## src/rtl/mzcv_pkg.sv

```systemverilog
`timescale 1ns / 1ps
// mzcv_pkg: shared types, constants and codes of the mask zone contamination voter
// no dependencies; used by mzcv_ctrl, mzcv_datapath and the top level
package mzcv_pkg;

  // geometry and window sizing
  localparam int COORD_BITS    = 12;
  localparam int WINDOW_DEPTH  = 64;
  localparam int ADDR_BITS     = (WINDOW_DEPTH > 1) ? $clog2(WINDOW_DEPTH) : 1;
  localparam int CNT_BITS      = $clog2(WINDOW_DEPTH + 1);
  localparam int CFG_CNT_BITS  = 7;
  localparam int CFG_DATA_BITS = 12;
  localparam int CFG_IDX_BITS  = 3;
  localparam int CMP_BITS      = (CNT_BITS > CFG_CNT_BITS) ? CNT_BITS : CFG_CNT_BITS;
  localparam int SQ_BITS       = 2 * COORD_BITS;

  // configuration reset values
  localparam logic [COORD_BITS-1:0]   CENTER_X_RST     = COORD_BITS'(885);
  localparam logic [COORD_BITS-1:0]   CENTER_Y_RST     = COORD_BITS'(430);
  localparam logic [COORD_BITS-1:0]   MASK_RADIUS_RST  = COORD_BITS'(200);
  localparam logic [CFG_CNT_BITS-1:0] HEAVY_COUNT_RST  = CFG_CNT_BITS'(3);
  localparam logic [CFG_CNT_BITS-1:0] SLIGHT_COUNT_RST = CFG_CNT_BITS'(5);
  localparam logic [CFG_CNT_BITS-1:0] RUN_MIN_RST      = CFG_CNT_BITS'(3);
  localparam logic [CFG_CNT_BITS-1:0] WINDOW_LEN_RST   = CFG_CNT_BITS'(30);

  // configuration register indexes
  typedef enum logic [CFG_IDX_BITS-1:0] {
    CFG_CENTER_X     = 3'd0,
    CFG_CENTER_Y     = 3'd1,
    CFG_MASK_RADIUS  = 3'd2,
    CFG_HEAVY_COUNT  = 3'd3,
    CFG_SLIGHT_COUNT = 3'd4,
    CFG_RUN_MIN      = 3'd5,
    CFG_WINDOW_LEN   = 3'd6
  } cfg_index_t;

  // frame verdict codes
  typedef enum logic [1:0] {
    VERDICT_NONE    = 2'd0,
    VERDICT_OUTSIDE = 2'd1,
    VERDICT_INSIDE  = 2'd2
  } verdict_t;

  // window level codes
  typedef enum logic [1:0] {
    LEVEL_CLEAN  = 2'd0,
    LEVEL_SLIGHT = 2'd1,
    LEVEL_HEAVY  = 2'd2
  } level_t;

  // reason codes
  typedef enum logic [2:0] {
    REASON_CLEAN        = 3'd0,
    REASON_HEAVY_COUNT  = 3'd1,
    REASON_HEAVY_RUN    = 3'd2,
    REASON_SLIGHT_COUNT = 3'd3,
    REASON_SLIGHT_RUN   = 3'd4
  } reason_t;

  // input payload
  typedef struct packed {
    logic                  box_present;
    logic [COORD_BITS-1:0] left_x;
    logic [COORD_BITS-1:0] top_y;
    logic [COORD_BITS-1:0] right_x;
    logic [COORD_BITS-1:0] bottom_y;
    logic                  last_in_frame;
  } in_t;

  // result payload
  typedef struct packed {
    logic [1:0] frame_verdict;
    logic [1:0] level;
    logic [2:0] reason;
  } out_t;

  // controller states
  typedef enum logic [2:0] {
    ST_IDLE,
    ST_SQUARE,
    ST_TEST,
    ST_WRITE,
    ST_SETUP,
    ST_SCAN,
    ST_DRAIN,
    ST_DECIDE
  } state_t;

  // controller to datapath
  typedef struct packed {
    logic load_item;
    logic square;
    logic test;
    logic write;
    logic setup;
    logic scan_read;
    logic decide;
  } cmd_t;

  // datapath to controller
  typedef struct packed {
    logic item_last;
    logic scan_last;
    logic out_free;
  } status_t;

endpackage

```

## src/rtl/mzcv_ctrl.sv

```systemverilog
`timescale 1ns / 1ps
// mzcv_ctrl: sequencing state machine of the voter
// depends on mzcv_pkg (state, command and status types)
module mzcv_ctrl (
  input  logic              clk,
  input  logic              rst,
  input  logic              in_valid,
  output logic              in_stall,
  input  mzcv_pkg::status_t status,
  output mzcv_pkg::cmd_t    cmd
);

  mzcv_pkg::state_t state;
  mzcv_pkg::state_t state_next;

  always_ff @(posedge clk) begin
    if (rst) begin
      state <= mzcv_pkg::ST_IDLE;
    end else begin
      state <= state_next;
    end
  end

  always_comb begin
    state_next = state;
    cmd        = '0;
    in_stall   = 1'b1;
    unique case (state)
      mzcv_pkg::ST_IDLE: begin
        in_stall = 1'b0;
        if (in_valid) begin
          cmd.load_item = 1'b1;
          state_next    = mzcv_pkg::ST_SQUARE;
        end
      end
      mzcv_pkg::ST_SQUARE: begin
        cmd.square = 1'b1;
        state_next = mzcv_pkg::ST_TEST;
      end
      mzcv_pkg::ST_TEST: begin
        cmd.test   = 1'b1;
        state_next = status.item_last ? mzcv_pkg::ST_WRITE : mzcv_pkg::ST_IDLE;
      end
      mzcv_pkg::ST_WRITE: begin
        cmd.write  = 1'b1;
        state_next = mzcv_pkg::ST_SETUP;
      end
      mzcv_pkg::ST_SETUP: begin
        cmd.setup  = 1'b1;
        state_next = mzcv_pkg::ST_SCAN;
      end
      mzcv_pkg::ST_SCAN: begin
        cmd.scan_read = 1'b1;
        if (status.scan_last) begin
          state_next = mzcv_pkg::ST_DRAIN;
        end
      end
      mzcv_pkg::ST_DRAIN: begin
        state_next = mzcv_pkg::ST_DECIDE;
      end
      mzcv_pkg::ST_DECIDE: begin
        if (status.out_free) begin
          cmd.decide = 1'b1;
          state_next = mzcv_pkg::ST_IDLE;
        end
      end
      default: begin
        state_next = mzcv_pkg::ST_IDLE;
      end
    endcase
  end

endmodule

```

## src/rtl/mzcv_datapath.sv

```systemverilog
`timescale 1ns / 1ps
// mzcv_datapath: config registers, center test, verdict window store, scan and output register
// depends on mzcv_pkg (payload, command, status types and codes)
module mzcv_datapath (
  input  logic                                clk,
  input  logic                                rst,
  input  logic                                cfg_we,
  input  logic [mzcv_pkg::CFG_IDX_BITS-1:0]   cfg_index,
  input  logic [mzcv_pkg::CFG_DATA_BITS-1:0]  cfg_data,
  input  mzcv_pkg::in_t                       in_data,
  input  mzcv_pkg::cmd_t                      cmd,
  output mzcv_pkg::status_t                   status,
  output logic                                out_valid,
  input  logic                                out_stall,
  output mzcv_pkg::out_t                      out_data
);

  localparam int CB = mzcv_pkg::COORD_BITS;
  localparam int AB = mzcv_pkg::ADDR_BITS;
  localparam int NB = mzcv_pkg::CNT_BITS;
  localparam int KB = mzcv_pkg::CFG_CNT_BITS;
  localparam int MB = mzcv_pkg::CMP_BITS;
  localparam int SB = mzcv_pkg::SQ_BITS;
  localparam int DEPTH = mzcv_pkg::WINDOW_DEPTH;

  // configuration
  logic [CB-1:0] center_x, center_y, mask_radius;
  logic [KB-1:0] heavy_count_min, slight_count_min, run_min, window_length;

  always_ff @(posedge clk) begin
    if (rst) begin
      center_x         <= mzcv_pkg::CENTER_X_RST;
      center_y         <= mzcv_pkg::CENTER_Y_RST;
      mask_radius      <= mzcv_pkg::MASK_RADIUS_RST;
      heavy_count_min  <= mzcv_pkg::HEAVY_COUNT_RST;
      slight_count_min <= mzcv_pkg::SLIGHT_COUNT_RST;
      run_min          <= mzcv_pkg::RUN_MIN_RST;
      window_length    <= mzcv_pkg::WINDOW_LEN_RST;
    end else if (cfg_we) begin
      unique case (cfg_index)
        mzcv_pkg::CFG_CENTER_X:     center_x         <= cfg_data[CB-1:0];
        mzcv_pkg::CFG_CENTER_Y:     center_y         <= cfg_data[CB-1:0];
        mzcv_pkg::CFG_MASK_RADIUS:  mask_radius      <= cfg_data[CB-1:0];
        mzcv_pkg::CFG_HEAVY_COUNT:  heavy_count_min  <= cfg_data[KB-1:0];
        mzcv_pkg::CFG_SLIGHT_COUNT: slight_count_min <= cfg_data[KB-1:0];
        mzcv_pkg::CFG_RUN_MIN:      run_min          <= cfg_data[KB-1:0];
        mzcv_pkg::CFG_WINDOW_LEN:   window_length    <= cfg_data[KB-1:0];
        default: ;
      endcase
    end
  end

  // item register
  mzcv_pkg::in_t item;

  always_ff @(posedge clk) begin
    if (cmd.load_item) begin
      item <= in_data;
    end
  end

  assign status.item_last = item.last_in_frame;

  // center and distance from the mask center
  logic [CB:0]   sum_x, sum_y;
  logic [CB-1:0] cx, cy, adx, ady;

  always_comb begin
    sum_x = {1'b0, item.left_x} + {1'b0, item.right_x};
    sum_y = {1'b0, item.top_y} + {1'b0, item.bottom_y};
    cx    = sum_x[CB:1];
    cy    = sum_y[CB:1];
    adx   = (cx >= center_x) ? (cx - center_x) : (center_x - cx);
    ady   = (cy >= center_y) ? (cy - center_y) : (center_y - cy);
  end

  // squares, registered before the compare
  logic [SB-1:0] sq_x, sq_y, sq_r;

  always_ff @(posedge clk) begin
    if (cmd.square) begin
      sq_x <= SB'(adx) * SB'(adx);
      sq_y <= SB'(ady) * SB'(ady);
      sq_r <= SB'(mask_radius) * SB'(mask_radius);
    end
  end

  logic inside_hit;
  assign inside_hit = ({1'b0, sq_x} + {1'b0, sq_y}) <= {1'b0, sq_r};

  // per-frame flags and window bookkeeping
  logic          inside_seen, outside_seen;
  logic [AB-1:0] write_slot;
  logic [NB-1:0] fill_count;
  logic [1:0]    verdict;
  logic [1:0]    frame_verdict;

  always_comb begin
    if (inside_seen) begin
      verdict = mzcv_pkg::VERDICT_INSIDE;
    end else if (outside_seen) begin
      verdict = mzcv_pkg::VERDICT_OUTSIDE;
    end else begin
      verdict = mzcv_pkg::VERDICT_NONE;
    end
  end

  always_ff @(posedge clk) begin
    if (rst) begin
      inside_seen  <= 1'b0;
      outside_seen <= 1'b0;
      write_slot   <= '0;
      fill_count   <= '0;
    end else if (cmd.test && item.box_present) begin
      if (inside_hit) begin
        inside_seen <= 1'b1;
      end else begin
        outside_seen <= 1'b1;
      end
    end else if (cmd.write) begin
      inside_seen  <= 1'b0;
      outside_seen <= 1'b0;
      write_slot   <= (write_slot == AB'(DEPTH - 1)) ? '0 : write_slot + AB'(1);
      if (fill_count != NB'(DEPTH)) begin
        fill_count <= fill_count + NB'(1);
      end
    end
  end

  always_ff @(posedge clk) begin
    if (cmd.write) begin
      frame_verdict <= verdict;
    end
  end

  // verdict window store
  logic [1:0]    window_mem [DEPTH];
  logic [AB-1:0] rd_addr;
  logic [1:0]    rd_data;
  logic          rd_valid;

  always_ff @(posedge clk) begin
    if (cmd.write) begin
      window_mem[write_slot] <= verdict;
    end
  end

  always_ff @(posedge clk) begin
    if (cmd.scan_read) begin
      rd_data <= window_mem[rd_addr];
    end
  end

  always_ff @(posedge clk) begin
    if (rst) begin
      rd_valid <= 1'b0;
    end else begin
      rd_valid <= cmd.scan_read;
    end
  end

  // scan span: most recent min(fill, clamped length) verdicts
  logic [MB-1:0] len_clamped;
  logic [NB-1:0] span;
  logic [NB-1:0] scan_len;
  logic [NB-1:0] scan_idx;
  logic [AB-1:0] scan_start;
  logic [AB:0]   start_calc;
  logic [AB:0]   addr_calc;

  always_comb begin
    if (window_length == '0) begin
      len_clamped = MB'(1);
    end else if (MB'(window_length) > MB'(DEPTH)) begin
      len_clamped = MB'(DEPTH);
    end else begin
      len_clamped = MB'(window_length);
    end
    span = (MB'(fill_count) < len_clamped) ? fill_count : NB'(len_clamped);
    if ((AB + 1)'(write_slot) >= (AB + 1)'(span)) begin
      start_calc = (AB + 1)'(write_slot) - (AB + 1)'(span);
    end else begin
      start_calc = (AB + 1)'(write_slot) + (AB + 1)'(DEPTH) - (AB + 1)'(span);
    end
    addr_calc = (AB + 1)'(scan_start) + (AB + 1)'(scan_idx);
    if (addr_calc >= (AB + 1)'(DEPTH)) begin
      addr_calc = addr_calc - (AB + 1)'(DEPTH);
    end
    rd_addr = addr_calc[AB-1:0];
  end

  assign status.scan_last = (scan_idx == scan_len - NB'(1));

  always_ff @(posedge clk) begin
    if (cmd.setup) begin
      scan_len   <= span;
      scan_start <= start_calc[AB-1:0];
      scan_idx   <= '0;
    end else if (cmd.scan_read) begin
      scan_idx <= scan_idx + NB'(1);
    end
  end

  // level counts and longest runs
  logic [NB-1:0] cnt2, cnt1, run2, max2, runc, maxc;
  logic [NB-1:0] run2_inc, runc_inc;

  assign run2_inc = run2 + NB'(1);
  assign runc_inc = runc + NB'(1);

  always_ff @(posedge clk) begin
    if (cmd.setup) begin
      cnt2 <= '0;
      cnt1 <= '0;
      run2 <= '0;
      max2 <= '0;
      runc <= '0;
      maxc <= '0;
    end else if (rd_valid) begin
      if (rd_data == mzcv_pkg::VERDICT_INSIDE) begin
        cnt2 <= cnt2 + NB'(1);
        run2 <= run2_inc;
        if (run2_inc > max2) begin
          max2 <= run2_inc;
        end
      end else begin
        run2 <= '0;
      end
      if (rd_data == mzcv_pkg::VERDICT_OUTSIDE) begin
        cnt1 <= cnt1 + NB'(1);
      end
      if (rd_data != mzcv_pkg::VERDICT_NONE) begin
        runc <= runc_inc;
        if (runc_inc > maxc) begin
          maxc <= runc_inc;
        end
      end else begin
        runc <= '0;
      end
    end
  end

  // decision
  logic [1:0] level;
  logic [2:0] reason;

  always_comb begin
    if (MB'(cnt2) >= MB'(heavy_count_min)) begin
      level  = mzcv_pkg::LEVEL_HEAVY;
      reason = mzcv_pkg::REASON_HEAVY_COUNT;
    end else if (MB'(max2) >= MB'(run_min)) begin
      level  = mzcv_pkg::LEVEL_HEAVY;
      reason = mzcv_pkg::REASON_HEAVY_RUN;
    end else if (MB'(cnt1) >= MB'(slight_count_min)) begin
      level  = mzcv_pkg::LEVEL_SLIGHT;
      reason = mzcv_pkg::REASON_SLIGHT_COUNT;
    end else if (MB'(maxc) >= MB'(run_min)) begin
      level  = mzcv_pkg::LEVEL_SLIGHT;
      reason = mzcv_pkg::REASON_SLIGHT_RUN;
    end else begin
      level  = mzcv_pkg::LEVEL_CLEAN;
      reason = mzcv_pkg::REASON_CLEAN;
    end
  end

  // output register
  assign status.out_free = !out_valid || !out_stall;

  always_ff @(posedge clk) begin
    if (rst) begin
      out_valid <= 1'b0;
    end else if (cmd.decide) begin
      out_valid <= 1'b1;
    end else if (!out_stall) begin
      out_valid <= 1'b0;
    end
  end

  always_ff @(posedge clk) begin
    if (cmd.decide) begin
      out_data.frame_verdict <= frame_verdict;
      out_data.level         <= level;
      out_data.reason        <= reason;
    end
  end

endmodule

```

## src/rtl/mask_zone_contamination_voter.sv

```systemverilog
`timescale 1ns / 1ps
// mask_zone_contamination_voter: top level, joins controller and datapath
// depends on mzcv_pkg, mzcv_ctrl and mzcv_datapath
//
// Takes detection boxes one transfer per box, grouped into frames by
// last_in_frame; an empty frame is a single transfer with box_present low.
// Each box center is tested against a circular mask (squared distance against
// squared radius), and at the end of each frame the frame verdict is written
// into a 64-entry window store. The most recent min(frames seen, window_length)
// verdicts are then read back one per cycle to build the level counts and the
// longest runs, and one result (frame verdict, level, reason) is produced per
// frame. An item that does not end a frame passes through capture, square and
// compare; an item that ends a frame goes on through write, setup, a scan of 1
// to 64 verdicts through the single read port of the window store, drain and
// decide. A finished result sits in an output register, so the next box
// is taken while it waits; if that result is still not taken when the next
// frame's decision is due, the block holds at the decision with the box input
// stalled until the output register frees up. Configuration is
// written through cfg_valid/cfg_ready, always ready, and should only be
// written while the block is idle. Window entries never written since reset
// are never scanned, so the store needs no clearing pass after reset.
module mask_zone_contamination_voter (
  input  logic                                clk,
  input  logic                                rst,
  // box input channel
  input  logic                                in_valid,
  output logic                                in_stall,
  input  mzcv_pkg::in_t                       in_data,
  // result channel
  output logic                                out_valid,
  input  logic                                out_stall,
  output mzcv_pkg::out_t                      out_data,
  // configuration write channel
  input  logic                                cfg_valid,
  output logic                                cfg_ready,
  input  logic [mzcv_pkg::CFG_IDX_BITS-1:0]   cfg_index,
  input  logic [mzcv_pkg::CFG_DATA_BITS-1:0]  cfg_data
);

  // command and status between sequencer and datapath
  mzcv_pkg::cmd_t    cmd;
  mzcv_pkg::status_t status;

  // configuration registers take a write in any cycle
  assign cfg_ready = 1'b1;

  mzcv_ctrl u_ctrl (
    .clk      (clk),
    .rst      (rst),
    .in_valid (in_valid),
    .in_stall (in_stall),
    .status   (status),
    .cmd      (cmd)
  );

  mzcv_datapath u_datapath (
    .clk       (clk),
    .rst       (rst),
    .cfg_we    (cfg_valid && cfg_ready),
    .cfg_index (cfg_index),
    .cfg_data  (cfg_data),
    .in_data   (in_data),
    .cmd       (cmd),
    .status    (status),
    .out_valid (out_valid),
    .out_stall (out_stall),
    .out_data  (out_data)
  );

  // at most one datapath command per cycle
  a_cmd_onehot: assert property (@(posedge clk) disable iff (rst) $onehot0(cmd))
    else $error("more than one datapath command in a cycle");

  // an accepted box keeps the input stalled while it is processed
  a_busy_after_accept: assert property (@(posedge clk) disable iff (rst)
    (in_valid && !in_stall) |=> in_stall)
    else $error("input not stalled after a transfer");

  // a result is only loaded when the output register is free
  a_decide_free: assert property (@(posedge clk) disable iff (rst)
    cmd.decide |-> (!out_valid || !out_stall))
    else $error("result loaded over a pending transfer");

  // a new result raises out_valid in the next cycle
  a_decide_valid: assert property (@(posedge clk) disable iff (rst)
    cmd.decide |=> out_valid)
    else $error("result loaded but not presented");

endmodule

```

## config.mk

```make
export PLATFORM = sky130hd
export DESIGN_NAME = mask_zone_contamination_voter
export DESIGN_NICKNAME = d
export VERILOG_FILES = /design/src/rtl/mzcv_pkg.sv /design/src/rtl/mzcv_ctrl.sv /design/src/rtl/mzcv_datapath.sv /design/src/rtl/mask_zone_contamination_voter.sv
export SDC_FILE = /design/constraint.sdc
export NUM_CORES = 2
export LEC_CHECK = 0
export ABC_AREA = 1
export BUFFER_PORTS_ARGS = -buffer_cell sky130_fd_sc_hd__buf_2
export CAP_MARGIN = 40
export CORE_ASPECT_RATIO = 1.4
export CORE_MARGIN = 4
export CORE_UTILIZATION = 40
export DETAILED_ROUTE_END_ITERATION = 12
export HOLD_SLACK_MARGIN = 0.06
export PLACE_DENSITY_LB_ADDON = 0.25
export SLEW_MARGIN = 20
export SYNTH_ARGS = -nofsm -noshare
export SYNTH_HDL_FRONTEND = slang
export SYNTH_SLANG_ARGS = --single-unit
```

## constraint.sdc

```tcl
create_clock -name clk -period 7.7 [get_ports clk]
set_input_delay 0.77 -clock clk [delete_from_list [all_inputs] [get_ports clk]]
set_output_delay 0.77 -clock clk [all_outputs]
set_load 0.01 [all_outputs]
```

Word level (Yosys, flattened, before mapping):

Memory sizes are Yosys's and may differ from the RTL's. A register that Yosys moved wholly into a read port is not among the register bits.
Index checks and enable logic that the tools add are counted.

* div/mod/pow operators: 0
* $add $sub $neg: 20
* multipliers: 3
* bitwise operators: 1
* equal/unequal tests: 24
* shifts and indexed selects: 0
* reduce and logical (&&, ||, !) cells: 27
* mux-type cells: 41
* magnitude comparators: 13

Operator list (count)
* 12-bit by 12-bit multiplier with 24-bit output: 3
* 12-bit subtractor: 4
* 7-bit by 1-bit adder with 7-bit output (second input constant): 6
* 7-bit 2-to-1 mux: 5
* 7-bit greater-or-equal comparator: 4
* 12-bit by 12-bit adder with 13-bit output: 2
* 24-bit by 24-bit adder with 25-bit output: 1
* 25-bit by 24-bit <= comparator with 1-bit output: 1
* 12-bit greater-or-equal comparator: 2
* 12-bit 2-to-1 mux: 2
* 3-bit case mux with 8 select lines: 1
* 2-bit AND reduction: 12
* 3-bit == test (second input constant): 7
* 1-bit 2-to-1 mux: 21
* 6-bit 2-to-1 mux: 3
* 7-bit > comparator: 2
* 6-bit by 1-bit adder with 6-bit output (second input constant): 2
* 3-bit by 2-bit == test with 1-bit output (second input constant): 4
* 3-bit 2-to-1 mux: 4
* 3-bit AND reduction: 4
* 6-bit subtractor: 2
* 2-bit 2-to-1 mux: 5
* 2-bit inequality test (second input constant): 4
* 6-bit by 7-bit adder with 7-bit output: 1
* 22 further kinds: 27

* register bits after elaboration: 277
* memory bits (read-only): 0
* bits in latches: 0
* memories kept: 1
* bits in writable memories: 128

Memories
* u_datapath.window_mem: words 64, width 2, read ports 1, clocked after Yosys merged registers in 1, write ports 1, line mzcv_datapath.sv:137 `logic [1:0] window_mem [DEPTH];`

Logic depth before layout (Yosys ltp):

* depth after elaboration: 7
* gate-level depth with buffers: 45
* mapped depth without buffers: 44

By module:

Synthesis repeated with hierarchy kept, for this count alone.

* cell total of the unflattened synthesis: 3867
* area, all modules: 33507.1 um^2

By module, submodules not included
* mzcv_datapath: area an instance 33261.9 um^2, cells each 3826, times used 1
* mzcv_ctrl: area an instance 234.0 um^2, cells each 39, times used 1
* mask_zone_contamination_voter: area an instance 11.3 um^2, cells each 2, times used 1

Worst setup path after synthesis:

Ideal clock, no wire load.

* kind: register to register
* start point: reg u_datapath.item[14] (netlist name)
* end point: reg u_datapath.sq_x[21], data pin
* setup slack: 0.159 ns
* clock period less this slack: 7.541 ns
* cell stages (with the launch flop): 43
* setup time: 0.258 ns
* data required time: 7.442 ns
* arrival time: 7.283 ns
* path through: edfxtp_1 -> inv_1 -> fa_1 -> o31ai_1 -> nand4_1 -> nand2_1 -> nand2_1 -> nand3_1 -> nand2_1 -> nand2_1 -> inv_1 -> ha_1 -> nand2_1 -> nor2_1 -> nand2_1 -> and2_1 -> nand2_4 -> buf_4 -> [7 not listed] -> fa_1 -> fa_1 -> fa_1 -> inv_1 -> fa_1 -> inv_1 -> ha_1 -> nand2_1 -> nand2_1 -> inv_1 -> o21a_1 -> nand2_1 -> or2_2 -> nand2_1 -> nand2_1 -> nand3_1 -> nand2_1 -> xor2_1

* longest elaborated chain between the ends: 4

Ends and longest elaborated chain
* start: declaration: line mzcv_datapath.sv:54 `mzcv_pkg::in_t item;`
* start signal: assignment: line mzcv_datapath.sv:58 `item <= in_data;`
* 12-bit by 12-bit adder with 13-bit output (*): line mzcv_datapath.sv:69 `sum_x = {1'b0, item.left_x} + {1'b0, item.right_x};`
* 12-bit subtractor or 12-bit greater-or-equal comparator (tied branches): line mzcv_datapath.sv:73 `adx = (cx >= center_x) ? (cx - center_x) : (center_x - cx);`
* 12-bit 2-to-1 mux (*): line mzcv_datapath.sv:73
* 12-bit by 12-bit multiplier with 24-bit output (*): line mzcv_datapath.sv:82 `sq_x <= SB'(adx) * SB'(adx);`
* end signal: assignment: line mzcv_datapath.sv:82
* end: declaration: line mzcv_datapath.sv:78 `logic [SB-1:0] sq_x, sq_y, sq_r;`

Mark *: on every way between the ends. The rest lies on a longest branch, timed or not.
A chain may end at the register's enable or synchronous reset.

Worst setup path after layout:

* start point: reg u_datapath.item[38] (netlist name)
* end point: reg u_datapath.sq_x[17], data pin

The elaborated chain is that of the path after synthesis.

==> results.md <==
- Placed cells: 5208
- Yosys top cell by area: sky130_fd_sc_hd__edfxtp_1
- Global-route wire length before repair: 135 mm
- Drt wl/cell: around 16 um
- Area growth from synthesis to layout: 18.8%
- Final Wtd Congestion: 0.896
- Max Slew Vio Count: 0
- Start point of the critical path: u_datapath.item[38]$_DFFE_PP_
- Delay of the slowest cell on the worst path: 0.55 ns
- Post-cts hold buffer count: 0
- Ranking of synthesized cells by area: sky130_fd_sc_hd__edfxtp_1 24%, sky130_fd_sc_hd__fa_1 15%, sky130_fd_sc_hd__ha_1 13%
- Fraction of final layout cells sized beyond drive strength 1: 0.167
- Number of global-route vias before repair: between 20000 and 30000
- Fraction of post-synthesis cell area in the top cell type by area: 0.243
- Number of antenna violations at the first check in global routing: 3
- Critical path buffers and inverters: 7
- Pin count of the biggest net entering global routing: 73
- Y dimension of the die: 350 um
- Source of the worst register-to-register timing path: u_datapath.item[38]$_DFFE_PP_
- Placed standard-cell area: around 37000 um2
- Type of origin of the critical path: flip-flop
- Most frequent cells after synthesis: 717 x sky130_fd_sc_hd__inv_1, 638 x sky130_fd_sc_hd__nand2_1, 411 x sky130_fd_sc_hd__nor2_1, 358 x sky130_fd_sc_hd__ha_1, 271 x sky130_fd_sc_hd__edfxtp_1
- Num rows: around 130
- Mean instance size in the synthesized netlist: 8.58 um2
- Buffer cell driving the clock tree root: sky130_fd_sc_hd__clkbuf_16
- Worst Path Required: 8.03 ns
- Final number of hold-violating endpoints: 0
- Horiz. Die Dim: 253 um
- Mapped Area: 33500 um2
- I/O pin cnt: 80
- Worst hold-check path type: in -> reg
- Clock transition time at the flip-flop clock pins of the worst setup and hold paths: 0.06 ns
- Worst min-delay path startpoint: in_data[35]
- Post-synthesis register bit count: 404
- Initial cell density of the core: 0.403
- Number of port buffers: just under 80
- Via count: between 20000 and 30000
- GR Util All Layers: 0.190
- Count of yosys warnings during synthesis: 0
- Post-placement setup slack: -0.182 ns
- Number of remaining DRC errors: 0
- PnR worst setup slack: between 0.2 and 0.3 ns
- RSZ-0062 raised after global routing: yes
- Number of buffers created by CTS: 46
- Post-route ant nets: 0
- TritonCTS Sinks: 404
- Synthesized netlist net count: 4577
- Number of enable-type register cells in the synthesized netlist: 271
- First-iteration detailed-routing DRC count: between 1000 and 1500
- Multi-input combinational cell area: 20800 um2
- Critical Path Most Common Cell: sky130_fd_sc_hd__nand2_1
- Cell Count, Final, Fillers Out: about 5300
- H-Tree Level Count: 2
- Layout Nets: 4875
- Most frequent cell after synthesis: sky130_fd_sc_hd__inv_1
- Fmax: about 130 MHz
- Final number of setup-violating endpoints: 0
- Max-Slew Margin vs Limit: 0.484
- Unique cell type count in the Yosys netlist: 54
- Die footprint: between 80000 and 90000 um2
- Primary flip-flop cell chosen by synthesis mapping: sky130_fd_sc_hd__edfxtp_1
- Type of element capturing the critical path: flip-flop
- Data arrival time of the critical path: 7.76 ns
- Worst-margin pin slew: 0.774 ns
- Worst path top cell family by delay: adder cells
- Sum of overflow across all layers after global routing: 0
- Share of flip-flops with an asynchronous set or reset: 0
- Cell with the largest stage delay on the worst path: sky130_fd_sc_hd__fa_1
- Setup Crit Path Kind: reg -> reg
- Router iterations before antenna repair: 5
- Core area: 83000 um2
- Diodes inserted: 0
- Clock Tree Buf Depth: 3
- Sequential cell area in the final layout: 10800 um2
- Number of violations of the max-capacitance limit: 0
- DPL Wire Length: 66.1 mm
- Final instance area: 39800 um2
- Final Routed Wirelength: 84.1 mm
- CTS tree: built
- Worst skew pair latency: 0.59 ns
- Skew final: 0.0267 ns
- Status: complete, no violations
- Total Negative Setup Slacks: 0 ns
- Synthesized instance count: 3903
- Minimum period implied by the final worst setup slack: 7.44 ns
- Filler Cell Count: 8040
- Final worst-path cycle share: 0.966
- Post-detailed-route via-to-cell ratio: between 4 and 5
- Part of the Yosys area used for sequential elements: 0.322
- Max Fanout on Critical Path: 6
[path summary, 6_finish.rpt]
check	end	slack (ns)	cells after the start
worst max-delay path	u_datapath.sq_x[17]$_DFFE_PP_	0.26	37
worst max register to register	u_datapath.sq_x[17]$_DFFE_PP_	0.26	37
worst min-delay path	u_datapath.item[35]$_DFFE_PP_	0.35	1
worst min register to register	u_datapath.out_data[6]$_DFFE_PP_	0.43	0
[layout by cell type (no fill, tap or decap), types with 11 or more instances in the layout]
| master | instances |
|---|---|
| sky130_fd_sc_hd__nand2_1 | 575 |
| sky130_fd_sc_hd__nand3_1 | 102 |
| sky130_fd_sc_hd__o21bai_1 | 15 |
| sky130_fd_sc_hd__xnor2_1 | 50 |
| sky130_fd_sc_hd__nor3_1 | 25 |
| sky130_fd_sc_hd__buf_4 | 218 |
| sky130_fd_sc_hd__nand2_4 | 14 |
| sky130_fd_sc_hd__dfxtp_1 | 132 |
| sky130_fd_sc_hd__nor2_4 | 22 |
| sky130_fd_sc_hd__o21ai_0 | 211 |
| sky130_fd_sc_hd__nand3_2 | 13 |
| sky130_fd_sc_hd__inv_1 | 678 |
| sky130_fd_sc_hd__a21oi_2 | 25 |
| sky130_fd_sc_hd__o22ai_1 | 33 |
| sky130_fd_sc_hd__buf_6 | 31 |
| sky130_fd_sc_hd__o211ai_1 | 22 |
| sky130_fd_sc_hd__nand2_2 | 59 |
| sky130_fd_sc_hd__fa_1 | 236 |
| sky130_fd_sc_hd__nor2_1 | 376 |
| sky130_fd_sc_hd__a21o_1 | 14 |
| sky130_fd_sc_hd__edfxtp_1 | 271 |
| sky130_fd_sc_hd__nand4_1 | 37 |
| sky130_fd_sc_hd__buf_2 | 79 |
| sky130_fd_sc_hd__nor2_2 | 19 |
| sky130_fd_sc_hd__xor2_1 | 111 |
| sky130_fd_sc_hd__ha_4 | 30 |
| sky130_fd_sc_hd__clkbuf_16 | 47 |
| sky130_fd_sc_hd__inv_2 | 44 |
| sky130_fd_sc_hd__inv_4 | 11 |
| sky130_fd_sc_hd__a21oi_1 | 233 |
| sky130_fd_sc_hd__ha_1 | 326 |
[logic make-up (layout without fill, tap and decap cells)]
logic type               after synthesis  in the layout  share of synthesized area
other                                  1              1                   0.000112
buffers and inverters                822           1156                     0.0937
AND/OR/NAND/NOR                     1279           1279                      0.157
adder cells (fa/ha/maj)              604            604                      0.281
flip-flops                           404            404                      0.322
XOR/XNOR                             165            165                     0.0437
AO/OA/AOI/OAI                        628            628                      0.103
[worst reg2reg max path, delay by kind of cell, from the launching register on]
kind | cells | cell delay [ns]
AND/OR/NAND/NOR | 13 | 1.12
AO/OA/AOI/OAI | 6 | 0.90
flip-flops | 1 | 0.37
XOR/XNOR | 3 | 0.65
buffers and inverters | 7 | 0.71
adder cells (fa/ha/maj) | 8 | 3.44
[per-stage QoR]
stage,hold WS (ns),util
2_1_floorplan,0.400,-
3_3_place_gp,0.402,0.441
3_5_place_dp,0.411,0.442
4_1_cts,0.310,0.462
5_1_grt,0.324,0.479
6_report,0.352,0.479
[area by class of cell]
class / count / share of cell area
Tap cell: 1079 / 0.0339
Timing Repair Buffer: 335 / 0.0633
Clock buffer: 62 / 0.0325
Timing Repair inverter: 1 / 0.000126
Multi-Input combinational cell: 2677 / 0.523
Sequential cell: 404 / 0.271
Clock inverter: 22 / 0.00591
Inverter: 736 / 0.0703
[routing by layer]
| metal | track usage | part of all wire |
|---|---|---|
| met5 | 0 | 0 |
| met4 | 0.0627 | 0.035 |
| met3 | 0.0194 | 0.026 |
| met2 | 0.386 | 0.56 |
| met1 | 0.200 | 0.38 |
[sequential cells by signal (all words and copies together), names as in the netlist, 12 cells and up]
signal,count
u_datapath.sq_r,23
u_datapath.mask_radius,12
u_datapath.center_x,12
u_datapath.item,49
u_datapath.sq_y,23
u_datapath.center_y,12
u_datapath.sq_x,23
u_datapath.window_mem,128
[what timing repair did]
item | 4_1_cts | 5_1_grt
buffers inserted | 1 | 25
setup endpoints to repair | 13 | 26
gates resized for setup | 21 | 341
pin swaps | 5 | 131
cloned | 0 | 1
Power is not shown: default switching activity piles up to over one toggle a cycle in this logic, so the estimate is an artifact.
